--- config.mk ---
export PLATFORM = sky130hd
export DESIGN_NAME = snmp_response_parser
export DESIGN_NICKNAME = d
export VERILOG_FILES = /design/src/rtl/snmprp_pkg.sv /design/src/rtl/snmprp_parse.sv /design/src/rtl/snmprp_rqueue.sv /design/src/rtl/snmp_response_parser.sv
export SDC_FILE = /design/constraint.sdc
export NUM_CORES = 1
export LEC_CHECK = 0
export ABC_AREA = 1
export BUFFER_PORTS_ARGS = -buffer_cell sky130_fd_sc_hd__clkbuf_2
export CORE_ASPECT_RATIO = 1.75
export CORE_UTILIZATION = 50
export CTS_CLUSTER_DIAMETER = 40
export DETAILED_ROUTE_END_ITERATION = 8
export PLACE_DENSITY_LB_ADDON = 0.1
export SLEW_MARGIN = 10
export SYNTH_ARGS = -nofsm -noshare
export SYNTH_HDL_FRONTEND = slang
export SYNTH_SLANG_ARGS = --single-unit
--- constraint.sdc ---
create_clock -name clk -period 7.95 [get_ports clk]
set_clock_uncertainty 0.2 [all_clocks]
set_input_delay 0.795 -clock clk [delete_from_list [all_inputs] [get_ports clk]]
set_output_delay 0.795 -clock clk [all_outputs]
set_load 0.005 [all_outputs]
--- src/rtl/snmprp_pkg.sv ---
package snmprp_pkg;

	localparam int FLEN_W = 11;
	localparam int POS_W  = 12;

	typedef enum logic [21:0] {
		PH_OUTER_TAG  = 22'h000001,
		PH_LEN_FIRST  = 22'h000002,
		PH_LEN_MORE   = 22'h000004,
		PH_VER_TAG    = 22'h000008,
		PH_INT_FIRST  = 22'h000010,
		PH_INT_SIZE   = 22'h000020,
		PH_INT_BYTES  = 22'h000040,
		PH_COMM_TAG   = 22'h000080,
		PH_COMM_TEXT  = 22'h000100,
		PH_PDU_TAG    = 22'h000200,
		PH_REQID_TAG  = 22'h000400,
		PH_ERR_TAG    = 22'h000800,
		PH_IDX_TAG    = 22'h001000,
		PH_OBJ1_TAG   = 22'h002000,
		PH_QUIRK_B    = 22'h004000,
		PH_QUIRK_C    = 22'h008000,
		PH_OBJ1_PLAIN = 22'h010000,
		PH_OBJ2_TAG   = 22'h020000,
		PH_OID_TAG    = 22'h040000,
		PH_OID_SKIP   = 22'h080000,
		PH_VAL_TAG    = 22'h100000,
		PH_VAL_TEXT   = 22'h200000
	} phase_t;

	typedef enum logic [3:0] {
		OW_OUTER = 4'd0,
		OW_COMM  = 4'd1,
		OW_PDU   = 4'd2,
		OW_OBJ1  = 4'd3,
		OW_OBJ2  = 4'd4,
		OW_OID   = 4'd5,
		OW_VAL   = 4'd6,
		OW_VER   = 4'd7,
		OW_REQID = 4'd8,
		OW_ERR   = 4'd9,
		OW_IDX   = 4'd10
	} owner_t;

	typedef enum logic [1:0] {
		KIND_COMM   = 2'd0,
		KIND_VAL    = 2'd1,
		KIND_STATUS = 2'd2
	} kind_t;

	typedef enum logic [3:0] {
		ST_OK        = 4'd0,
		ST_TRUNC     = 4'd1,
		ST_HEADER    = 4'd2,
		ST_LENFORM   = 4'd3,
		ST_VERSION   = 4'd4,
		ST_COMMUNITY = 4'd5,
		ST_PDU       = 4'd6,
		ST_REQID     = 4'd7,
		ST_INTLEN    = 4'd8,
		ST_ERRCODE   = 4'd9,
		ST_HOSTERR   = 4'd10,
		ST_ERRINDEX  = 4'd11,
		ST_OBJHDR    = 4'd12,
		ST_VALUE     = 4'd13,
		ST_NEG       = 4'd14
	} status_t;

	localparam logic [7:0] TAG_SEQ      = 8'h30;
	localparam logic [7:0] TAG_INT      = 8'h02;
	localparam logic [7:0] TAG_OCTETS   = 8'h04;
	localparam logic [7:0] TAG_OID      = 8'h06;
	localparam logic [7:0] TAG_PDU      = 8'ha2;
	localparam logic [7:0] LEN_LONG_MIN = 8'h81;
	localparam logic [7:0] LEN_LONG_MAX = 8'h84;
	localparam logic [7:0] INT_PREFIX   = 8'h81;
	localparam logic [7:0] QUIRK_LEAD   = 8'h00;
	localparam logic [7:0] QUIRK_MID    = 8'h30;
	localparam logic [7:0] QUIRK_LAST   = 8'h20;
	localparam logic [7:0] SPACE_CHAR   = 8'h20;
	localparam logic [7:0] TEXT_MAX     = 8'h80;
	localparam logic [31:0] HOST_ERR_MAX = 32'd18;

	typedef struct packed {
		kind_t      kind;
		logic [7:0] text;
		status_t    status;
		logic [4:0] code;
		logic       last;
	} result_t;

	function automatic logic [7:0] clean_char(input logic [7:0] b);
		return (b < SPACE_CHAR || b > TEXT_MAX) ? SPACE_CHAR : b;
	endfunction

endpackage

--- src/rtl/snmprp_parse.sv ---
module snmprp_parse (
	input  logic                              clk,
	input  logic                              arst_n,
	input  logic                              go,
	input  logic [7:0]                        rx_byte,
	input  logic [snmprp_pkg::FLEN_W-1:0]     flen,
	input  logic                              eof,
	output snmprp_pkg::result_t               res0,
	output snmprp_pkg::result_t               res1,
	output logic [1:0]                        res_n
);

	snmprp_pkg::phase_t               phase_q, phase_d;
	snmprp_pkg::owner_t               owner_q, owner_d;
	logic [snmprp_pkg::POS_W-1:0]     pos_q, pos_d;
	logic [31:0]                      len_q, len_d;
	logic [31:0]                      int_q, int_d;
	logic [2:0]                       left_q, left_d;
	logic [snmprp_pkg::FLEN_W-1:0]    fend_q, fend_d;
	logic                             decided_q, decided_d;

	logic                             dec;
	snmprp_pkg::status_t              dst;
	logic [4:0]                       dcode;
	logic                             txt_v;
	snmprp_pkg::kind_t                txt_kind;
	logic                             do_fin, do_int, do_isz;
	logic [12:0]                      p13, fl13, fin_end;
	logic [31:0]                      fin_len, int_val;
	logic                             fin_over, small_over, at_end, quirk_fits;
	snmprp_pkg::result_t              stat_res, text_res;

	always_comb begin
		p13        = {1'b0, pos_q};
		fl13       = {2'b00, flen};
		fin_len    = (phase_q == snmprp_pkg::PH_LEN_MORE) ? {len_q[23:0], rx_byte}
			: {24'd0, rx_byte};
		fin_end    = p13 + 13'd1 + {2'b00, fin_len[10:0]};
		fin_over   = (|fin_len[30:11]) || (fin_end > fl13);
		int_val    = {int_q[23:0], rx_byte};
		small_over = (p13 + 13'd1 + {10'd0, rx_byte[2:0]}) > fl13;
		at_end     = (p13 + 13'd1) >= {2'b00, fend_q};
		quirk_fits = (p13 + 13'd3) <= fl13;

		phase_d   = phase_q;
		owner_d   = owner_q;
		len_d     = len_q;
		int_d     = int_q;
		left_d    = left_q;
		fend_d    = fend_q;
		dec       = 1'b0;
		dst       = snmprp_pkg::ST_OK;
		dcode     = 5'd0;
		txt_v     = 1'b0;
		txt_kind  = snmprp_pkg::KIND_COMM;
		do_fin    = 1'b0;
		do_int    = 1'b0;
		do_isz    = 1'b0;

		if (!decided_q) begin
			if (p13 >= fl13) begin
				dec = 1'b1;
				dst = snmprp_pkg::ST_TRUNC;
			end else begin
				unique case (phase_q)
					snmprp_pkg::PH_OUTER_TAG: begin
						if (rx_byte == snmprp_pkg::TAG_SEQ) begin
							owner_d = snmprp_pkg::OW_OUTER;
							phase_d = snmprp_pkg::PH_LEN_FIRST;
						end else begin
							dec = 1'b1;
							dst = snmprp_pkg::ST_HEADER;
						end
					end
					snmprp_pkg::PH_LEN_FIRST: begin
						if (rx_byte < snmprp_pkg::LEN_LONG_MIN) begin
							do_fin = 1'b1;
						end else if (rx_byte <= snmprp_pkg::LEN_LONG_MAX) begin
							if (small_over) begin
								dec = 1'b1;
								dst = snmprp_pkg::ST_TRUNC;
							end else begin
								left_d  = rx_byte[2:0];
								len_d   = 32'd0;
								phase_d = snmprp_pkg::PH_LEN_MORE;
							end
						end else begin
							dec = 1'b1;
							dst = snmprp_pkg::ST_LENFORM;
						end
					end
					snmprp_pkg::PH_LEN_MORE: begin
						len_d  = fin_len;
						left_d = left_q - 3'd1;
						if (left_q == 3'd1) begin
							do_fin = 1'b1;
						end
					end
					snmprp_pkg::PH_VER_TAG: begin
						if (rx_byte == snmprp_pkg::TAG_INT) begin
							owner_d = snmprp_pkg::OW_VER;
							phase_d = snmprp_pkg::PH_INT_FIRST;
						end else begin
							dec = 1'b1;
							dst = snmprp_pkg::ST_VERSION;
						end
					end
					snmprp_pkg::PH_INT_FIRST: begin
						if (rx_byte == snmprp_pkg::INT_PREFIX) begin
							phase_d = snmprp_pkg::PH_INT_SIZE;
						end else begin
							do_isz = 1'b1;
						end
					end
					snmprp_pkg::PH_INT_SIZE: begin
						do_isz = 1'b1;
					end
					snmprp_pkg::PH_INT_BYTES: begin
						int_d  = int_val;
						left_d = left_q - 3'd1;
						if (left_q == 3'd1) begin
							do_int = 1'b1;
						end
					end
					snmprp_pkg::PH_COMM_TAG: begin
						if (rx_byte == snmprp_pkg::TAG_OCTETS) begin
							owner_d = snmprp_pkg::OW_COMM;
							phase_d = snmprp_pkg::PH_LEN_FIRST;
						end else begin
							dec = 1'b1;
							dst = snmprp_pkg::ST_COMMUNITY;
						end
					end
					snmprp_pkg::PH_COMM_TEXT: begin
						txt_v    = 1'b1;
						txt_kind = snmprp_pkg::KIND_COMM;
						if (at_end) begin
							phase_d = snmprp_pkg::PH_PDU_TAG;
						end
					end
					snmprp_pkg::PH_PDU_TAG: begin
						if (rx_byte == snmprp_pkg::TAG_PDU) begin
							owner_d = snmprp_pkg::OW_PDU;
							phase_d = snmprp_pkg::PH_LEN_FIRST;
						end else begin
							dec = 1'b1;
							dst = snmprp_pkg::ST_PDU;
						end
					end
					snmprp_pkg::PH_REQID_TAG: begin
						if (rx_byte == snmprp_pkg::TAG_INT) begin
							owner_d = snmprp_pkg::OW_REQID;
							phase_d = snmprp_pkg::PH_INT_FIRST;
						end else begin
							dec = 1'b1;
							dst = snmprp_pkg::ST_REQID;
						end
					end
					snmprp_pkg::PH_ERR_TAG: begin
						if (rx_byte == snmprp_pkg::TAG_INT) begin
							owner_d = snmprp_pkg::OW_ERR;
							phase_d = snmprp_pkg::PH_INT_FIRST;
						end else begin
							dec = 1'b1;
							dst = snmprp_pkg::ST_ERRCODE;
						end
					end
					snmprp_pkg::PH_IDX_TAG: begin
						if (rx_byte == snmprp_pkg::TAG_INT) begin
							owner_d = snmprp_pkg::OW_IDX;
							phase_d = snmprp_pkg::PH_INT_FIRST;
						end else begin
							dec = 1'b1;
							dst = snmprp_pkg::ST_ERRINDEX;
						end
					end
					snmprp_pkg::PH_OBJ1_TAG: begin
						if (rx_byte == snmprp_pkg::TAG_SEQ) begin
							owner_d = snmprp_pkg::OW_OBJ1;
							phase_d = snmprp_pkg::PH_LEN_FIRST;
						end else if (rx_byte == snmprp_pkg::QUIRK_LEAD && quirk_fits) begin
							phase_d = snmprp_pkg::PH_QUIRK_B;
						end else begin
							dec = 1'b1;
							dst = snmprp_pkg::ST_OBJHDR;
						end
					end
					snmprp_pkg::PH_QUIRK_B: begin
						if (rx_byte == snmprp_pkg::QUIRK_MID) begin
							phase_d = snmprp_pkg::PH_QUIRK_C;
						end else begin
							dec = 1'b1;
							dst = snmprp_pkg::ST_OBJHDR;
						end
					end
					snmprp_pkg::PH_QUIRK_C: begin
						if (rx_byte == snmprp_pkg::QUIRK_LAST) begin
							phase_d = snmprp_pkg::PH_OBJ1_PLAIN;
						end else begin
							dec = 1'b1;
							dst = snmprp_pkg::ST_OBJHDR;
						end
					end
					snmprp_pkg::PH_OBJ1_PLAIN: begin
						if (rx_byte == snmprp_pkg::TAG_SEQ) begin
							owner_d = snmprp_pkg::OW_OBJ1;
							phase_d = snmprp_pkg::PH_LEN_FIRST;
						end else begin
							dec = 1'b1;
							dst = snmprp_pkg::ST_OBJHDR;
						end
					end
					snmprp_pkg::PH_OBJ2_TAG: begin
						if (rx_byte == snmprp_pkg::TAG_SEQ) begin
							owner_d = snmprp_pkg::OW_OBJ2;
							phase_d = snmprp_pkg::PH_LEN_FIRST;
						end else begin
							dec = 1'b1;
							dst = snmprp_pkg::ST_OBJHDR;
						end
					end
					snmprp_pkg::PH_OID_TAG: begin
						if (rx_byte == snmprp_pkg::TAG_OID) begin
							owner_d = snmprp_pkg::OW_OID;
							phase_d = snmprp_pkg::PH_LEN_FIRST;
						end else begin
							dec = 1'b1;
							dst = snmprp_pkg::ST_OBJHDR;
						end
					end
					snmprp_pkg::PH_OID_SKIP: begin
						if (at_end) begin
							phase_d = snmprp_pkg::PH_VAL_TAG;
						end
					end
					snmprp_pkg::PH_VAL_TAG: begin
						if (rx_byte == snmprp_pkg::TAG_OCTETS) begin
							owner_d = snmprp_pkg::OW_VAL;
							phase_d = snmprp_pkg::PH_LEN_FIRST;
						end else begin
							dec = 1'b1;
							dst = snmprp_pkg::ST_VALUE;
						end
					end
					snmprp_pkg::PH_VAL_TEXT: begin
						txt_v    = 1'b1;
						txt_kind = snmprp_pkg::KIND_VAL;
						if (at_end) begin
							dec = 1'b1;
							dst = snmprp_pkg::ST_OK;
						end
					end
					default: begin
						dec = 1'b1;
						dst = snmprp_pkg::ST_HEADER;
					end
				endcase

				if (do_isz) begin
					if (rx_byte == 8'd1 || rx_byte == 8'd2 || rx_byte == 8'd4) begin
						if (small_over) begin
							dec = 1'b1;
							dst = snmprp_pkg::ST_TRUNC;
						end else begin
							left_d  = rx_byte[2:0];
							int_d   = 32'd0;
							phase_d = snmprp_pkg::PH_INT_BYTES;
						end
					end else begin
						dec = 1'b1;
						dst = snmprp_pkg::ST_INTLEN;
					end
				end

				if (do_fin) begin
					if (fin_len[31]) begin
						dec = 1'b1;
						dst = snmprp_pkg::ST_NEG;
					end else if (fin_over) begin
						dec = 1'b1;
						dst = snmprp_pkg::ST_TRUNC;
					end else begin
						fend_d = fin_end[snmprp_pkg::FLEN_W-1:0];
						case (owner_q)
							snmprp_pkg::OW_OUTER: phase_d = snmprp_pkg::PH_VER_TAG;
							snmprp_pkg::OW_COMM: phase_d = (|fin_len) ?
								snmprp_pkg::PH_COMM_TEXT : snmprp_pkg::PH_PDU_TAG;
							snmprp_pkg::OW_PDU: phase_d = snmprp_pkg::PH_REQID_TAG;
							snmprp_pkg::OW_OBJ1: phase_d = snmprp_pkg::PH_OBJ2_TAG;
							snmprp_pkg::OW_OBJ2: phase_d = snmprp_pkg::PH_OID_TAG;
							snmprp_pkg::OW_OID: phase_d = (|fin_len) ?
								snmprp_pkg::PH_OID_SKIP : snmprp_pkg::PH_VAL_TAG;
							default: begin
								if (|fin_len) begin
									phase_d = snmprp_pkg::PH_VAL_TEXT;
								end else begin
									dec = 1'b1;
									dst = snmprp_pkg::ST_OK;
								end
							end
						endcase
					end
				end

				if (do_int) begin
					case (owner_q)
						snmprp_pkg::OW_VER: begin
							if (int_val != 32'd0) begin
								dec = 1'b1;
								dst = snmprp_pkg::ST_VERSION;
							end else begin
								phase_d = snmprp_pkg::PH_COMM_TAG;
							end
						end
						snmprp_pkg::OW_REQID: begin
							if (int_val[31]) begin
								dec = 1'b1;
								dst = snmprp_pkg::ST_NEG;
							end else begin
								phase_d = snmprp_pkg::PH_ERR_TAG;
							end
						end
						snmprp_pkg::OW_ERR: begin
							if (int_val[31]) begin
								dec = 1'b1;
								dst = snmprp_pkg::ST_NEG;
							end else if (int_val > snmprp_pkg::HOST_ERR_MAX) begin
								dec = 1'b1;
								dst = snmprp_pkg::ST_ERRCODE;
							end else if (int_val != 32'd0) begin
								dec   = 1'b1;
								dst   = snmprp_pkg::ST_HOSTERR;
								dcode = int_val[4:0];
							end else begin
								phase_d = snmprp_pkg::PH_IDX_TAG;
							end
						end
						default: begin
							if (int_val[31]) begin
								dec = 1'b1;
								dst = snmprp_pkg::ST_NEG;
							end else begin
								phase_d = snmprp_pkg::PH_OBJ1_TAG;
							end
						end
					endcase
				end
			end
		end

		decided_d = decided_q | dec;
		pos_d     = pos_q[snmprp_pkg::POS_W-1] ? pos_q
			: pos_q + {{(snmprp_pkg::POS_W-1){1'b0}}, 1'b1};

		if (eof) begin
			if (!decided_q && !dec) begin
				dec = 1'b1;
				dst = snmprp_pkg::ST_TRUNC;
			end
			phase_d   = snmprp_pkg::PH_OUTER_TAG;
			owner_d   = snmprp_pkg::OW_OUTER;
			pos_d     = '0;
			len_d     = 32'd0;
			int_d     = 32'd0;
			left_d    = 3'd0;
			fend_d    = '0;
			decided_d = 1'b0;
		end

		stat_res = '{kind: snmprp_pkg::KIND_STATUS, text: 8'h00, status: dst,
			code: dcode, last: 1'b1};
		text_res = '{kind: txt_kind, text: snmprp_pkg::clean_char(rx_byte),
			status: snmprp_pkg::ST_OK, code: 5'd0, last: !dec};
		res0  = txt_v ? text_res : stat_res;
		res1  = stat_res;
		res_n = {1'b0, txt_v} + {1'b0, dec};
	end

	always_ff @(posedge clk or negedge arst_n) begin
		if (!arst_n) begin
			phase_q   <= snmprp_pkg::PH_OUTER_TAG;
			owner_q   <= snmprp_pkg::OW_OUTER;
			pos_q     <= '0;
			len_q     <= 32'd0;
			int_q     <= 32'd0;
			left_q    <= 3'd0;
			fend_q    <= '0;
			decided_q <= 1'b0;
		end else if (go) begin
			phase_q   <= phase_d;
			owner_q   <= owner_d;
			pos_q     <= pos_d;
			len_q     <= len_d;
			int_q     <= int_d;
			left_q    <= left_d;
			fend_q    <= fend_d;
			decided_q <= decided_d;
		end
	end

endmodule

--- src/rtl/snmprp_rqueue.sv ---
module snmprp_rqueue (
	input  logic                clk,
	input  logic                arst_n,
	input  logic [1:0]          push_n,
	input  snmprp_pkg::result_t d0,
	input  snmprp_pkg::result_t d1,
	input  logic                pop,
	output snmprp_pkg::result_t head,
	output logic [2:0]          level
);

	snmprp_pkg::result_t entry_q [4];
	logic [1:0]          wr_q, rd_q;
	logic [1:0]          wr_next;

	assign head    = entry_q[rd_q];
	assign wr_next = wr_q + 2'd1;

	always_ff @(posedge clk) begin
		if (push_n != 2'd0) begin
			entry_q[wr_q] <= d0;
		end
		if (push_n == 2'd2) begin
			entry_q[wr_next] <= d1;
		end
	end

	always_ff @(posedge clk or negedge arst_n) begin
		if (!arst_n) begin
			wr_q  <= 2'd0;
			rd_q  <= 2'd0;
			level <= 3'd0;
		end else begin
			wr_q  <= wr_q + push_n;
			rd_q  <= rd_q + {1'b0, pop};
			level <= level + {1'b0, push_n} - {2'b00, pop};
		end
	end

endmodule

--- src/rtl/snmp_response_parser.sv ---
// Parses one SNMPv1 GetResponse datagram per frame, one byte per clock. Each byte
// is captured in an input register, decoded from that register by the BER phase
// logic, and its results go to a four-entry result queue that feeds the output
// port. A byte yields at most two results (a text byte and then the frame status),
// so sustained rate is one byte per cycle while the output side takes a result
// each cycle; a byte with two results writes both into the queue together, and a
// byte waiting in the input register is held while the queue holds more than two
// results. Results are registered in the queue before they reach the output port.
// Frame length is capped at MAX_FRAME_BYTES.
module snmp_response_parser #(
	parameter int unsigned MAX_FRAME_BYTES = 1500
) (
	input  logic        clk,
	input  logic        arst_n,
	input  logic        byte_valid,
	output logic        byte_stall,
	input  logic [7:0]  rx_byte,
	input  logic [10:0] frame_length,
	input  logic        end_of_frame,
	output logic        result_valid,
	input  logic        result_stall,
	output logic [1:0]  result_kind,
	output logic [7:0]  text_byte,
	output logic [3:0]  status,
	output logic [4:0]  host_error_code,
	output logic        last_result
);

	localparam logic [16:0] MAX_LEN = 17'(MAX_FRAME_BYTES);

	logic                          valid_s1;
	logic [7:0]                    byte_s1;
	logic [snmprp_pkg::FLEN_W-1:0] flen_s1;
	logic                          eof_s1;
	logic [snmprp_pkg::FLEN_W-1:0] flen_cap;
	logic                          take, commit, room, pop;
	logic [2:0]                    level;
	logic [1:0]                    res_n, push_n;
	snmprp_pkg::result_t           res0, res1, head;

	assign flen_cap = ({6'd0, frame_length} > MAX_LEN) ?
		MAX_LEN[snmprp_pkg::FLEN_W-1:0] : frame_length;

	assign room       = level <= 3'd2;
	assign commit     = valid_s1 && room;
	assign byte_stall = valid_s1 && !room;
	assign take       = byte_valid && !byte_stall;
	assign push_n     = commit ? res_n : 2'd0;
	assign pop        = result_valid && !result_stall;

	always_ff @(posedge clk or negedge arst_n) begin
		if (!arst_n) begin
			valid_s1 <= 1'b0;
		end else if (take) begin
			valid_s1 <= 1'b1;
		end else if (commit) begin
			valid_s1 <= 1'b0;
		end
	end

	always_ff @(posedge clk) begin
		if (take) begin
			byte_s1 <= rx_byte;
			flen_s1 <= flen_cap;
			eof_s1  <= end_of_frame;
		end
	end

	snmprp_parse u_parse (
		.clk    (clk),
		.arst_n (arst_n),
		.go     (commit),
		.rx_byte(byte_s1),
		.flen   (flen_s1),
		.eof    (eof_s1),
		.res0   (res0),
		.res1   (res1),
		.res_n  (res_n)
	);

	snmprp_rqueue u_rqueue (
		.clk   (clk),
		.arst_n(arst_n),
		.push_n(push_n),
		.d0    (res0),
		.d1    (res1),
		.pop   (pop),
		.head  (head),
		.level (level)
	);

	assign result_valid    = level != 3'd0;
	assign result_kind     = head.kind;
	assign text_byte       = head.text;
	assign status          = head.status;
	assign host_error_code = head.code;
	assign last_result     = head.last;

	a_level_bound: assert property (@(posedge clk) disable iff (!arst_n)
		level <= 3'd4)
		else $error("result queue overflow");

	a_stall_cause: assert property (@(posedge clk) disable iff (!arst_n)
		byte_stall |-> (valid_s1 && level > 3'd2))
		else $error("input stalled without a full queue");

	a_pair_order: assert property (@(posedge clk) disable iff (!arst_n)
		(commit && res_n == 2'd2) |->
		(res0.kind != snmprp_pkg::KIND_STATUS && res1.kind == snmprp_pkg::KIND_STATUS
		&& !res0.last))
		else $error("two results from one request out of order");

	a_level_step: assert property (@(posedge clk) disable iff (!arst_n)
		(!commit && pop) |=> level == $past(level) - 3'd1)
		else $error("queue level lost track");

endmodule
## Word-level counts from Yosys, hierarchy flattened

Memory sizes are Yosys's and may differ from the RTL's.
Index checks and enable logic that the tools add are counted.

- Input bits: 24
- Memories kept: 1
- Output and inout bits: 22
- Flip-flop bits (word level): 137
- Bits in writable memories: 80

Memory list:

| memory | depth | bits a word | rd ports | clocked after Yosys merged registers in | write ports | RTL line | RTL |
|---|---|---|---|---|---|---|---|
| u_rqueue.entry_q | 4 | 20 | 1 | 0 | 2 | snmprp_rqueue.sv:12 | `snmprp_pkg::result_t entry_q [4];` |

- Equality and inequality tests: 59
- Add/subtract/negate cells: 12
- Bitwise gates (word level): 1
- Reduce and logical (&&, ||, !) cells: 43
- $lt $le $gt $ge: 12
- Multiplexer cells: 189

Operators with widths:

| kind | number |
|---|---|
| 22-bit two-way mux | 32 |
| 22-bit case mux with 12 select lines | 1 |
| 32-bit two-way mux | 8 |
| 4-bit two-way mux | 43 |
| 24-bit two-way mux | 6 |
| 22-bit case mux with 6 select lines | 1 |
| 11-bit two-way mux | 6 |
| 22-bit case mux with 3 select lines | 1 |
| 4-bit case mux with 14 select lines | 1 |
| 1-bit two-way mux | 51 |
| 24-bit case mux with 2 select lines | 1 |
| 4-bit case mux with 11 select lines | 1 |
| 3-bit two-way mux | 13 |
| 5-bit two-way mux | 7 |
| 3-bit by 2-bit != test with 1-bit output, second input constant | 11 |
| 32-bit by 5-bit > comparator with 1-bit output, second input constant | 1 |
| 32-bit nonzero test | 1 |
| 32-bit OR reduction | 1 |
| 13-bit by 11-bit > comparator with 1-bit output | 2 |
| 12-bit two-way mux | 2 |
| 22-bit by 1-bit == test with 1-bit output, second input constant | 1 |
| 22-bit by 10-bit == test with 1-bit output, second input constant | 1 |
| 22-bit by 11-bit == test with 1-bit output, second input constant | 1 |
| 22-bit by 12-bit == test with 1-bit output, second input constant | 1 |
| other kinds (82) | 122 |

## Depth between registers and ports, before layout

Gate-level depths: netlist (run 1).

- Word-level depth: 31
- Depth in mapped cells: 39
- Depth with buffers taken out: 39

## Modules after synthesis

A second synthesis (run 1) with hierarchy kept.

- Cells, all modules: 2180
- Area, all modules: 15705.1 um2

Modules (own cells, without submodules):

| module | instances | area an instance (um2) | sequential area each (um2) | cells an instance |
|---|---|---|---|---|
| snmprp_parse | 1 | 9899.5 | 2528.7 | 1493 |
| snmprp_rqueue | 1 | 4964.8 | 2577.5 | 614 |
| snmp_response_parser | 1 | 840.8 | 625.6 | 73 |

## Least setup slack after synthesis (run 1)

No wires, ideal clock.

- Path type: reg2reg
- From: register u_parse.pos_q[0] in the netlist's numbering
- To: memory u_rqueue.entry_q[2][7] in the netlist's numbering (data pin)
- Buffers on the path: 1
- Cell stages (with the launch flop): 31
- Arrival time: 5.177 ns
- Library setup time: 0.263 ns
- Data required time: 7.487 ns
- Setup slack: 2.310 ns
- Clock period less this slack: 5.640 ns
- Cells stage by stage: dfrtp_1 -> inv_2 -> ha_1 -> inv_1 -> fa_1 -> o21ai_0 -> a31oi_1 -> o21ai_0 -> a31o_2 -> xor2_1 -> inv_1 -> ha_1 -> a21oi_1 -> o211ai_1 -> nand2_1 -> nand4_1 -> nand2_1 -> and2_1 -> nand2_1 -> nand2_1 -> inv_1 -> ha_1 -> inv_1 -> nor2_1 -> nor2_1 -> nor3_1 -> inv_1 -> clkbuf_1 -> nand2_1 -> nand2_1 -> nor2_1

RTL lines:

| what | RTL line | RTL |
|---|---|---|
| from (decl) | snmprp_parse.sv:15 | `logic [snmprp_pkg::POS_W-1:0] pos_q, pos_d;` |
| from (signal assigned) | snmprp_parse.sv:392 | `pos_q <= pos_d;` |
| to (decl) | snmprp_rqueue.sv:12 |  |

==> results list, run 1 <==
- The congestion estimate from routability-driven global placement came to 1.06.
* Post-synthesis async set-or-reset flop share: 0.522
- Post-synthesis share of cell area spent on xor and xnor gates: 0.0203
- In this run the number of H-tree levels came out at 1.
- Average size of a mapped cell: 7.37 µm²
- Detailed router's first-iteration violation count: 665
- Counting flops and latches in the post-synthesis netlist gives 209.
* Combined area of all synthesized cells: 13800 µm²
- In this run the worst path has a maximum fanout of 12.
- Startpoint of the most critical register-to-register path: byte_s1[1]
- Final standard cell count with taps included and fillers excluded: 2294
* Final-report max-slew violation count: 0
- 0 antenna diodes ended up in the layout.
* Depth of the worst register-to-register path: 29
- Largest delay share family, worst path: simple AND/OR/NAND/NOR gates
- Among all cell types in the netlist, the one instantiated most often is sky130_fd_sc_hd__nand2_1.
- Counting buffers and inverters, the worst setup path is 29 cells deep.
- Slowest cell on crit path: sky130_fd_sc_hd__edfxtp_1
- After synthesis, the netlist uses 59 different library cells.
- Buffer count from post-CTS setup fixing: 0
- For the pin with the worst max-slew slack, the measured transition is 1.12 ns.
* Worst VDD drop: 0.274 mV
- Time the final worst path needs with I/O delays and setup: 7.24 ns
* Clock transition at the registers of the reported paths: 0.06 ns
* EDFF count, synth: 56
- Share of post-route cells with drive strength above 1: 0.0966
- Maximum number of pins on one net before global-route repair: 60
* Remaining DRCs: 0
- Warning count from the yosys run: 0
- Dividing total power by cell area gives a power density of 337 nW/µm².
- Hold is met by 0.0416 ns.
* Post-route design area: 15400 µm²
* Overall routed net length: 47.2 mm
- Mux cell area share after synthesis: 0
* Arrival time reported for the critical path endpoint: 7.46 ns
* Number of placed instances with taps included: 2242
- CTS tree: built
- Number of port buffers: 45
- Number of fill cells in the layout: 2679
- Detailed routing inserted a total of 13200 vias.
* Total CTS buffers: 28
* Setup crit start kind: register
- Global-route wire length before repair: 72.6 mm
- After detailed routing, the average wire length per cell comes to 20.6 µm.
* Setup slack of the most critical reg-to-reg path: 0.71 ns
- Synthesis-to-finish area growth: 11.7%
* Crit path largest cell delay: 0.83 ns
* Critical Setup Path Class: reg2reg
- Outcome: completed
- For this configuration, the core starts out at a cell density of 0.506.
* Via count of the first global-routing pass: 13200
- STA puts the critical path data required time at 8.17 ns.
- The biggest area contributor in the post-synthesis netlist is sky130_fd_sc_hd__dfrtp_1.
- Number of standard cells after synthesis: 1869
* HP Class: in2async
- Setup repair after global routing missed its margin: false
- The floorplan step set the die height to 222 µm.
- CP Launch Point: byte_s1[1]
* Compound-Gate Fraction of Synth Area: 0.156
* Total core area: 27200 µm²
* Number of instances resized during post-cts repair: 0
* Sequential element share of the synthesized area: 0.384
- The worst setup path is captured at a register.
- For this run, the total global-route usage over all layers was measured as 0.341.
* IO Pins: 46
- The tree built by TritonCTS fans out to 209 sinks.
- The number of failing hold endpoints at the final stage was 0.
- Using the TritonRoute via totals, the vias-per-cell ratio works out to 5.76.
* Largest cells by area after synthesis: sky130_fd_sc_hd__dfrtp_1 20%, sky130_fd_sc_hd__edfxtp_1 12%, sky130_fd_sc_hd__nand2_1 8.7%, sky130_fd_sc_hd__o21ai_0 7.0%, sky130_fd_sc_hd__inv_1 6.8%
- Total leakage power: 7.30 nW
* Dominant combinational cell family by area after synthesis: simple AND/OR/NAND/NOR gates
- Power Total: 5.19 mW
* Initial antenna violation count: 0
- The HPWL after detailed placement is 36.9 mm.
- The share of synthesized area in the top cell type comes to 0.196.
* CP most frequent cell: sky130_fd_sc_hd__nand2_1
- Max Clock Freq: 138 MHz
- Post-synthesis share of cell area spent on full adders, half adders and majority gates: 0.0701
* Clk Latency, worst-skew pair: 0.57 ns
* Root buf cell: sky130_fd_sc_hd__clkbuf_16
- The most used flip-flop cell after synthesis is sky130_fd_sc_hd__dfrtp_1.
* Number of hold buffers added after cts: 0
- Placed Area: 14300 µm²
* Number of placement rows: 80
* Net Count, Synth: 1969
- Fin Setup TNS: 0 ns
* Post-route fraction of the period consumed by the critical path: 0.910
- Count of nets after finishing: 2003
- Counting instances in the post-synthesis netlist gives the leading cell types as 320 x sky130_fd_sc_hd__nand2_1, 248 x sky130_fd_sc_hd__inv_1, 229 x sky130_fd_sc_hd__nor2_1.
- Of the total synthesized cell area, the portion taken by AND, OR, NAND and NOR gates is 0.276.
- Horizontal die dimension: 128 µm
* DRT Pass-1 Iters: 6
- Total buffers and inverters traversed by the critical path: 5
- Die outline area: 28300 µm²
- Maxcap violations: 0
* Number of buffers between clock root and the deepest sink: 3
- Global route total overflow: 0
- Setup violations remaining at the end of the flow were counted as 0.
- The worst pin sits at a relative slew slack of 0.255.
* Remaining antenna violation count after routing: 0
[power by group]
group	total (mW)	internal, mW	switching, mW
sequential	1.40	1.26	0.148
combinational	2.40	0.719	1.68
clock	1.39	0.837	0.548
[through the flow]
step | util | setup slack (ns)
finish | 0.565 | 0.714
global route | 0.565 | 0.0662
CTS | 0.565 | 0.695
detailed placement | 0.527 | 0.749
global placement | 0.527 | 1.01
floorplan | - | 2.31
[worst register-to-register path: cells and delay by family (launching register included)]
kind,cells,cell delay (ns)
simple gates,13,2.32
compound gates,7,1.75
fa+ha+maj,3,1.14
flops,1,0.83
buf+inv,5,0.67
xor+xnor,1,0.18
[cell usage in the layout (no fill, tap or decap), types with 22 or more instances in the layout]
master | synthesis | final
sky130_fd_sc_hd__a21oi_1 | 53 | 53
sky130_fd_sc_hd__o32ai_1 | 23 | 23
sky130_fd_sc_hd__dfrtp_1 | 108 | 108
sky130_fd_sc_hd__ha_1 | 74 | 74
sky130_fd_sc_hd__buf_4 | 4 | 22
sky130_fd_sc_hd__nor2_1 | 229 | 229
sky130_fd_sc_hd__dfxtp_1 | 44 | 44
sky130_fd_sc_hd__nand3_1 | 159 | 159
sky130_fd_sc_hd__o21ai_0 | 193 | 193
sky130_fd_sc_hd__clkbuf_16 | 0 | 31
sky130_fd_sc_hd__nand4_1 | 36 | 36
sky130_fd_sc_hd__edfxtp_1 | 56 | 56
sky130_fd_sc_hd__xor2_1 | 24 | 24
sky130_fd_sc_hd__nand2_1 | 320 | 320
sky130_fd_sc_hd__clkbuf_2 | 1 | 44
sky130_fd_sc_hd__nor3_1 | 36 | 36
sky130_fd_sc_hd__inv_1 | 248 | 248
sky130_fd_sc_hd__o22ai_1 | 46 | 46
[cell type report]
type                    instances  area (µm²)  area share
inverters                     264         991      0.0644
clock buffers                  34         801      0.0520
clock inverters                18         246      0.0160
repair buffers                 66         385      0.0250
well taps                     369         462      0.0300
flip-flops and latches        209        5290       0.344
multi-input cells            1334        7210       0.469
[cell families after synthesis]
family,count (synthesis)
AND/OR/NAND/NOR,850
AO/OA/AOI/OAI,376
buffers and inverters,326
flip-flops,209
adder cells (fa/ha/maj),76
XOR/XNOR,32
[flip-flops by register name, indices dropped and copies added, names as in the netlist, 3 cells and up]
name	cells
u_parse.int_q	24
u_parse.phase_q	22
u_parse.owner_q	4
u_parse.pos_q	12
u_parse.left_q	3
flen_s1	11
u_parse.len_q	24
u_rqueue.level	3
u_rqueue.entry_q	80
byte_s1	8
u_parse.fend_q	11
[path summary, 6_finish.rpt]
path	end
setup reg to reg	u_rqueue.entry_q[2][6]
max in group asynchronous	u_parse.fend_q[6]
min in group clk	byte_s1[7]
hold / removal	u_parse.phase_q[12]
setup / recovery	u_rqueue.entry_q[2][6]
hold reg to reg	u_rqueue.entry_q[3][19]
[metal layers]
layer / vias to the layer above / part of all wire / global-route usage
li1: 6390 / - / -
met1: 6187 / 0.33 / 0.324
met2: 429 / 0.53 / 0.641
met3: 203 / 0.045 / 0.0415
met4: 0 / 0.091 / 0.278
met5: - / 0 / 0
Power figures use the tool's default switching activity.
==> run 2: changes to the inputs <==
- GPL_TIMING_DRIVEN: not set -> 0
- MAX_ROUTING_LAYER: not set -> met4
==> results list, run 2 (same netlist as run 1, synthesis figures left out) <==
* Final setup fails: 0
* Detailed router's first-iteration violation count: 779
* Critical Setup Path Class: reg2reg
- The die is 222 µm tall.
* WP data required: 8.03 ns
* Cell area power density: 340 nW/µm²
- In this run the count of I/O pins placed on the die edge is 46.
- Via count of the first global-routing pass: 13600
- Maximum number of pins on one net before global-route repair: 60
- DRT Pass-1 Iters: 5
- Of the total power, the share spent switching nets is 0.462.
- Die outline area: 28300 µm²
* Time the final worst path needs with I/O delays and setup: 7.39 ns
* Initial antenna violation count: 0
- Counting stages on the worst path, the most repeated cell is sky130_fd_sc_hd__nand2_1.
* HP Class: in2async
- From left edge to right edge, the die measures 128 µm.
* Headroom to the max-slew limit: 0.353
- Remaining antenna violation count after routing: 0
- Hold repair after CTS inserted 0 buffers.
- After detailed placement, the design holds a cell count of 2285.
- Data on the critical path arrives at its endpoint at 7.48 ns.
- Vias post-DR: 13600
* Final standard cell utilization of the core: 0.571
* Dpl ws: 0.396 ns
- STA classifies the critical path startpoint as a register.
- Number of placement rows: 80
- In this run, CTS created clock tree buffers numbering 29.
- Buffer count from post-CTS setup fixing: 0
- Setup repair after global routing missed its margin: false
- Highest net fanout along the worst path: 11
- Worst path setup slack after routing: 0.556 ns
- Minimum hold slack: 0.0112 ns
- Commonest non-fill, non-tap cell in the layout: sky130_fd_sc_hd__nand2_1
* Biggest registers after layout: u_rqueue.entry_q: 80 flops, u_parse.int_q: 24 flops, u_parse.len_q: 24 flops
- Register share of total power: 0.262
- After detailed routing, the average wire length per cell comes to 20.5 µm.
- The finished cells cover 15500 µm².
* Final standard cell count with taps included and fillers excluded: 2337
- Post-route fraction of the period consumed by the critical path: 0.930
- Slew @ Worst Pin: 0.961 ns
- Detail-routed via count per cell: 5.84
- Clock share of power: 0.256
- Total core area: 27200 µm²
* Remaining DRCs: 0
- After global routing the overflow that remains totals 0.
- In this run the number of H-tree levels came out at 1.
- Number of antenna diodes: 0
- The internal power of the cells totals 2.85 mW.
* Overall routed net length: 47.8 mm
- Max Clock Freq: 135 MHz
- Slowest cell on crit path: sky130_fd_sc_hd__nor2_2
- The library cells used most frequently in the layout, excluding fill and tap cells, are 316 x sky130_fd_sc_hd__nand2_1, 248 x sky130_fd_sc_hd__inv_1, 227 x sky130_fd_sc_hd__nor2_1, 193 x sky130_fd_sc_hd__o21ai_0, 159 x sky130_fd_sc_hd__nand3_1.
- Number of instances resized during post-cts repair: 0
- Crit path largest cell delay: 0.46 ns
- The net count of the finished layout is 2045.
- Maxcap violations: 0
- Switching power summed over all nets: 2.44 mW
- The first global-routing pass estimated 73.3 mm of wire.
- Across the VDD grid, the largest voltage drop is 0.255 mV.
- Gp weighted congestion: 1.01
- The number of failing hold endpoints at the final stage came to 0.
- At the later pin of the worst-skew pair, clock insertion delay measures 0.56 ns.
- Ranked by flip-flop count, first place goes to u_rqueue.entry_q.
* Initial standard-cell utilization of the core: 0.506
* Root buf cell: sky130_fd_sc_hd__clkbuf_16
* Total global routing track utilization: 0.355
- Summed over all failing endpoints, the final setup total negative slack is 0 ns.
- Detail Placement HPWL: 37.7 mm
- The register with the most flip-flops in the layout has 80 of them.
- After clock tree synthesis, the clock-pin slew on the worst setup and hold paths is 0.06 ns.
- Placed Area: 14500 µm²
- Final-report max-slew violation count: 0
- Of the cells placed in the final design, the portion with a size suffix greater than 1 is 0.0971.
- Combinational share of power: 0.481
- Summed over all cells, the static leakage comes to 7.34 nW.
* Outcome: completed
* Synthesis-to-finish area growth: 12.7%
* Kind of capture point of the worst setup path: register
- Clock sink total: 209
- TritonCTS built the clock tree.
- Counting along the longest clock path gives a buffer depth of 3.
- Input and output buffers added on the ports amount to 45.
- Power Total: 5.28 mW
[run 2: cell types whose count changed in the layout (fill, tap and decap cells not counted), sizes merged]
| cell | delta |
|---|---|
| clkinv | -1 |
| clkbuf | +39 |
| bufinv | +1 |
| inv | +1 |
| buf | +2 |
| clkinvlp | +1 |
[run 2: critical path, delay by kind of cell (launching register included)]
| family | cells | cell delay [ns] |
|---|---|---|
| compound gates | 2 | 0.53 |
| xor+xnor | 1 | 0.20 |
| fa+ha+maj | 4 | 1.22 |
| buf+inv | 6 | 0.80 |
| flops | 1 | 0.45 |
| simple gates | 24 | 3.69 |
[run 2: per-layer routing]
layer,vias up,GRT usage,wire (µm)
li1,6487,-,-
met1,6432,0.312,15400
met2,487,0.649,25200
met3,236,0.0376,2030
met4,0,0.322,5140
met5,-,-,0
[run 2: cell type report]
type                       instances  area, µm²
multi-input combinational       1334       7230
buffer                            60        280
sequential                       209       5290
fill                            2690      11700
clock inverter                    20        256
clock buffer                      34        754
inverter                         264        991
tap                              369        462
timing repair buffer              47        277
[run 2: final timing paths]
kind	start	to	slack, ns	cells past startpoint
max	u_parse.pos_q[0]	u_rqueue.entry_q[1][7]	0.56	37
min	arst_n	u_parse.phase_q[12]	0.01	1
max reg2reg	u_parse.pos_q[0]	u_rqueue.entry_q[1][7]	0.56	37
min reg2reg	u_rqueue.entry_q[2][19]	u_rqueue.entry_q[2][19]	0.25	2
max in group asynchronous	arst_n	u_parse.len_q[1]	6.87	2
min in group clk	rx_byte[5]	byte_s1[5]	0.21	1
[run 2: power groups by stage]
stage	clock [mW]	sequential, mW	combinational [mW]
after floorplan	0	1.35	1.68
after global placement	0	1.40	2.45
after detailed placement	0	1.40	2.49
after CTS	1.37	1.38	2.51
after global routing	1.42	1.40	2.79
final	1.36	1.39	2.54
